==> src/design/ble_pkg.sv <==
// ----------------------------------------------------------------------------
// ble_pkg
// Function codes, status codes, widths and the divider handshake type of the list engine.
// ----------------------------------------------------------------------------
package ble_pkg;

   localparam logic [3:0] FN_INS_FRONT = 4'd0;
   localparam logic [3:0] FN_INS_BACK  = 4'd1;
   localparam logic [3:0] FN_DEL_FRONT = 4'd2;
   localparam logic [3:0] FN_DEL_BACK  = 4'd3;
   localparam logic [3:0] FN_DEL_VALUE = 4'd4;
   localparam logic [3:0] FN_SEARCH    = 4'd5;
   localparam logic [3:0] FN_COUNT     = 4'd6;
   localparam logic [3:0] FN_MAX       = 4'd7;
   localparam logic [3:0] FN_MIN       = 4'd8;
   localparam logic [3:0] FN_AVG       = 4'd9;
   localparam logic [3:0] FN_REVERSE   = 4'd10;
   localparam logic [3:0] FN_CLEAR     = 4'd11;

   localparam logic [1:0] ST_OK       = 2'd0;
   localparam logic [1:0] ST_FULL     = 2'd1;
   localparam logic [1:0] ST_EMPTY    = 2'd2;
   localparam logic [1:0] ST_NOTFOUND = 2'd3;

   localparam int STATUS_W = 2;
   localparam int RESULT_W = 32;
   localparam int POS_W    = 8;
   localparam int COUNT_W  = 9;
   localparam int MEAN_W   = 40;

   // divider handshake
   typedef struct packed {
      logic start;
      logic busy;
      logic done;
   } div_ctl_type;

endpackage

==> src/design/ble_divider.sv <==
// ----------------------------------------------------------------------------
// ble_divider
// Restoring divider, one quotient bit a cycle, unsigned.
// ----------------------------------------------------------------------------
module ble_divider
   import ble_pkg::*;
#(
   parameter int NUM_W = 64,
   parameter int DEN_W = 17
) (
   input  logic             clock,
   input  logic             reset,
   input  logic             start,
   input  logic [NUM_W-1:0] numer,
   input  logic [DEN_W-1:0] denom,
   output logic [NUM_W-1:0] quot,
   output div_ctl_type      ctl
);
   localparam int CNT_W = $clog2(NUM_W + 1);

   logic [NUM_W-1:0] q_ff, q_in;
   logic [DEN_W:0]   r_ff, r_in;
   logic [DEN_W-1:0] d_ff, d_in;
   logic [CNT_W-1:0] cnt_ff, cnt_in;
   logic             busy_ff, busy_in;
   logic             done_ff, done_in;
   logic [DEN_W:0]   trial;
   logic [DEN_W+1:0] diff;

   always_comb begin
      trial = {r_ff[DEN_W-1:0], q_ff[NUM_W-1]};
      diff  = {1'b0, trial} - {2'b00, d_ff};
      q_in = q_ff;
      r_in = r_ff;
      d_in = d_ff;
      cnt_in = cnt_ff;
      busy_in = busy_ff;
      done_in = 1'b0;
      if (start) begin
         q_in = numer;
         r_in = '0;
         d_in = denom;
         cnt_in = CNT_W'(NUM_W);
         busy_in = 1'b1;
      end else if (busy_ff) begin
         if (!diff[DEN_W+1]) begin
            r_in = diff[DEN_W:0];
            q_in = {q_ff[NUM_W-2:0], 1'b1};
         end else begin
            r_in = trial;
            q_in = {q_ff[NUM_W-2:0], 1'b0};
         end
         cnt_in = cnt_ff - 1'b1;
         if (cnt_ff == CNT_W'(1)) begin
            busy_in = 1'b0;
            done_in = 1'b1;
         end
      end
   end

   always_ff @(posedge clock) begin
      if (reset) begin
         busy_ff <= 1'b0;
         done_ff <= 1'b0;
         cnt_ff  <= '0;
      end else begin
         busy_ff <= busy_in;
         done_ff <= done_in;
         cnt_ff  <= cnt_in;
      end
      q_ff <= q_in;
      r_ff <= r_in;
      d_ff <= d_in;
   end

   assign quot      = q_ff;
   assign ctl.start = start;
   assign ctl.busy  = busy_ff;
   assign ctl.done  = done_ff;
endmodule

==> config.mk <==
export PLATFORM = sky130hd
export DESIGN_NAME = ble_divider
export DESIGN_NICKNAME = d
export VERILOG_FILES = /design/src/design/ble_pkg.sv /design/src/design/ble_divider.sv
export SDC_FILE = /design/constraint.sdc
export NUM_CORES = 1
export LEC_CHECK = 0
export BUFFER_PORTS_ARGS = -buffer_cell sky130_fd_sc_hd__buf_2
export CORE_ASPECT_RATIO = 1.75
export CORE_UTILIZATION = 54
export CTS_BUF_LIST = sky130_fd_sc_hd__clkbuf_4 sky130_fd_sc_hd__clkbuf_8
export CTS_CLUSTER_DIAMETER = 200
export DETAILED_ROUTE_END_ITERATION = 10
export PLACE_DENSITY = 0.93
export SKIP_CTS_REPAIR_TIMING = 1
export SYNTH_ARGS = -nofsm -noshare
export SYNTH_HDL_FRONTEND = slang
export SYNTH_SLANG_ARGS = --single-unit
==> constraint.sdc <==
create_clock -name clock -period 3 [get_ports clock]
set_clock_uncertainty 0.1 [all_clocks]
set_input_delay 0.3 -clock clock [delete_from_list [all_inputs] [get_ports clock]]
set_output_delay 0.3 -clock clock [all_outputs]
set_load 0.01 [all_outputs]
==> summary.txt <==
Run status
  • Status: complete, no violations

STA
  • Final period utilization: 91.8%
  • RSZ-0062 raised after global routing: false
  • Max frequency: 363 MHz
  • Setup TNS: 0 ns
  • Slew HR: between 60% and 70%
  • Hold Vio Cnt, Final: 0
  • Fin crit period: roughly 2.8 ns
  • Worst Tran Pin Value: ~0.49 ns
  • Finish-stage setup viols: 0
  • Max-slew violations: 0

Global route
  • Grt total ovfl: 0
  • First-pass GRT wire length: a little under 20000 um
  • Vias in the first global route: 4136
  • Total Routing Usage GR: about a quarter
  • Initial antenna violation count: 0
  • Pin count of the biggest net entering global routing: 53

Routing
  • Vias per cell: around 5.7
  • Antenna Nets Post-Route: 0
  • Met2 wire len: approximately 7000 um
  • Via count: slightly below 4000
  • # DRC: 0
  • M1 WL: 4380 um
  • Top sig layer: met4
  • Detailed-route wire length: between 10000 and 15000 um
  • First-pass detailed-route iteration total: 5
  • Starting DRC count in detailed routing: roughly 280
  • DR WL met3: approximately 730 um
  • Wire per inst: between 15 and 20 um

Worst hold path
  • HP Class: in -> reg
  • WHS Path Cells: 1

Clock network
  • CTS tree: yes
  • Clock tree buffer depth: 2
  • CTS clk-pin slew, worst paths: around 0.10 ns
  • H-tree depth: 3
  • CTS sink count: ~110
  • Worst skew pair latency: about 0.36 ns
  • Root Buffer: clkbuf_8
  • Num CTS Buffers: 9

Power and ir drop
  • PwrDens: 514 mW/mm^2
  • Maximum VDD drop: 0.000409 V
  • Internal Pwr Total: 2.41 mW
  • Switching Share: 26.8%
  • Sequential share of power: 55.2%
  • Tot Pwr: roughly 3.3 mW
  • Part of the power in the clock network: a little over a quarter
  • P_leak: approximately 2.7 nW
  • P_sw: 882 uW
  • Gate power share: between 10% and 20%

Synthesis
  • Share of the synthesized area in the top cell type: 46.8%
  • Post-Syn Nets: 510
  • Cell area after synthesis: just over 0.005 sq mm
  • Synth Instances: between 400 and 500
  • Top cells by area, synth: edfxtp_1, mux2_2, dfxtp_1
  • Yosys cell types: 50
  • Sequential fraction of the synthesis area: between 50 and 60%
  • Post-synth ARST share: 0%
  • Post-synth EDFFs: 81
  • Largest area contributor in the netlist: edfxtp_1
  • Syn_area_per_cell: between 10 and 15 sq um
  • Register bit total from synthesis: around 110
  • Yosys warns: 0
  • Top_reg_cell synth: edfxtp_1

Worst setup path
  • Crit path launch type: register
  • Crit. End Element: register
  • Worst-path fanout max: 11
  • Critical path required time: approximately 3.2 ns
  • Slowest stage delay, CP: approximately 0.43 ns
  • Worst Path Arrival: between 2 and 3 ns
  • Crit-path cells: inv_1 > ha_1 > inv_1 > fa_1 > a21o_1 > a221oi_4 > o211ai_2 > a21oi_4 > buf_4 > buf_4 > or4_1 > nand2_1
  • Buf+Inv Stages, Crit Path: 4
  • Slowest cell on crit path: edfxtp_1
  • Crit Path Class: reg -> reg
  • Crit-path leading delay family: compound AO/OA/AOI/OAI gates
  • CP Depth: 12
  • Reg2reg path depth: 12

Final layout
  • Area Growth Syn to Fin: 23.4%
  • Antenna cells: 0
  • Most frequent cells in the layout: buf_2, edfxtp_1, mux2_2, nor2_1, dfxtp_1
  • Nets: ~670
  • Layout cells sized above 1: between 40% and 50%
  • Commonest non-fill, non-tap cell in the layout: buf_2

Floorplan
  • Die area: around 0.010 sq mm
  • Core area: between 0.009 and 0.01 sq mm
  • Initial Util: about 55%
  • I/O pins: about 150
  • Chip width: between 70 and 80 um
  • Site row count: 47
  • Die H: between 100 and 150 um

Placed design
  • GP Congestion: roughly 0.89
  • Port Buffers: 150
  • Hpwl dp: ~9200 um

Flow run
  • Max-Cap Viols: 0
flip-flops by register name, indices dropped and copies added, names as in the netlist:
signal	count
quot	64
d_ff	17
r_ff	17
cnt_ff	7
busy_ff	1
done_ff	1
layer usage:
layer	vias up	GRT usage, %
met5	-	0
met4	0	12.0
met3	33	4.98
met2	194	47.7
met1	1912	25.8
li1	1840	-
synthesized netlist by cell type, types with 7 or more instances:
library cell / n
a21o_1: 7
inv_1: 25
mux2_2: 63
nand2_1: 20
o21ai_0: 9
nor2_1: 26
a32oi_1: 8
dfxtp_1: 26
clkbuf_1: 16
xor2_1: 7
a21oi_1: 13
ha_1: 19
xnor2_1: 10
edfxtp_1: 81
cell type report:
type	instances	area, sq um
fillers	675	3000
inverters	25	93.8
repair buffers	173	968
multi-input cells	251	2050
well taps	122	153
flip-flops and latches	107	2950
clock inverters	6	67.6
clock buffers	9	124
path summary, 6_finish.rpt:
check / startpoint / to / slack, ns
max: quot[63] / r_ff[11] / 0.25
min: denom[12] / d_ff[12] / 0.002
max reg2reg: quot[63] / r_ff[11] / 0.25
min reg2reg: r_ff[1] / r_ff[1] / 0.39
cells by family after synthesis:
family	synth area share (%)
buffers and inverters	3.85
XOR/XNOR	2.87
flip-flops	56.8
AND/OR/NAND/NOR	6.67
multiplexers	14.8
adder cells (fa/ha/maj)	4.96
AO/OA/AOI/OAI	10.0
power by group through the flow:
stage | combinational [mW] | clock (mW) | sequential [mW]
floorplan | 0.303 | 0 | 1.88
global placement | 0.556 | 0 | 1.84
detailed placement | 0.582 | 0 | 1.85
CTS | 0.584 | 0.895 | 1.82
global route | 0.650 | 0.941 | 1.83
finish | 0.602 | 0.872 | 1.82
per-stage QoR:
stage / setup slack [ns] / instances / cell area, sq um / hold WS [ns] / util, %
global route: 0.0362 / 693 / 6410 / -0.00102 / 68.2
detailed placement: 0.278 / 666 / 6090 / 0.372 / 64.7
floorplan: 0.278 / 406 / 5190 / 0.272 / -
CTS: 0.237 / 681 / 6280 / -0.0178 / 66.8
finish: 0.246 / 693 / 6410 / 0.00217 / 68.2
global placement: 0.390 / 666 / 6090 / 0.361 / 64.7
No activity file was read; power rests on OpenSTA's default activity.
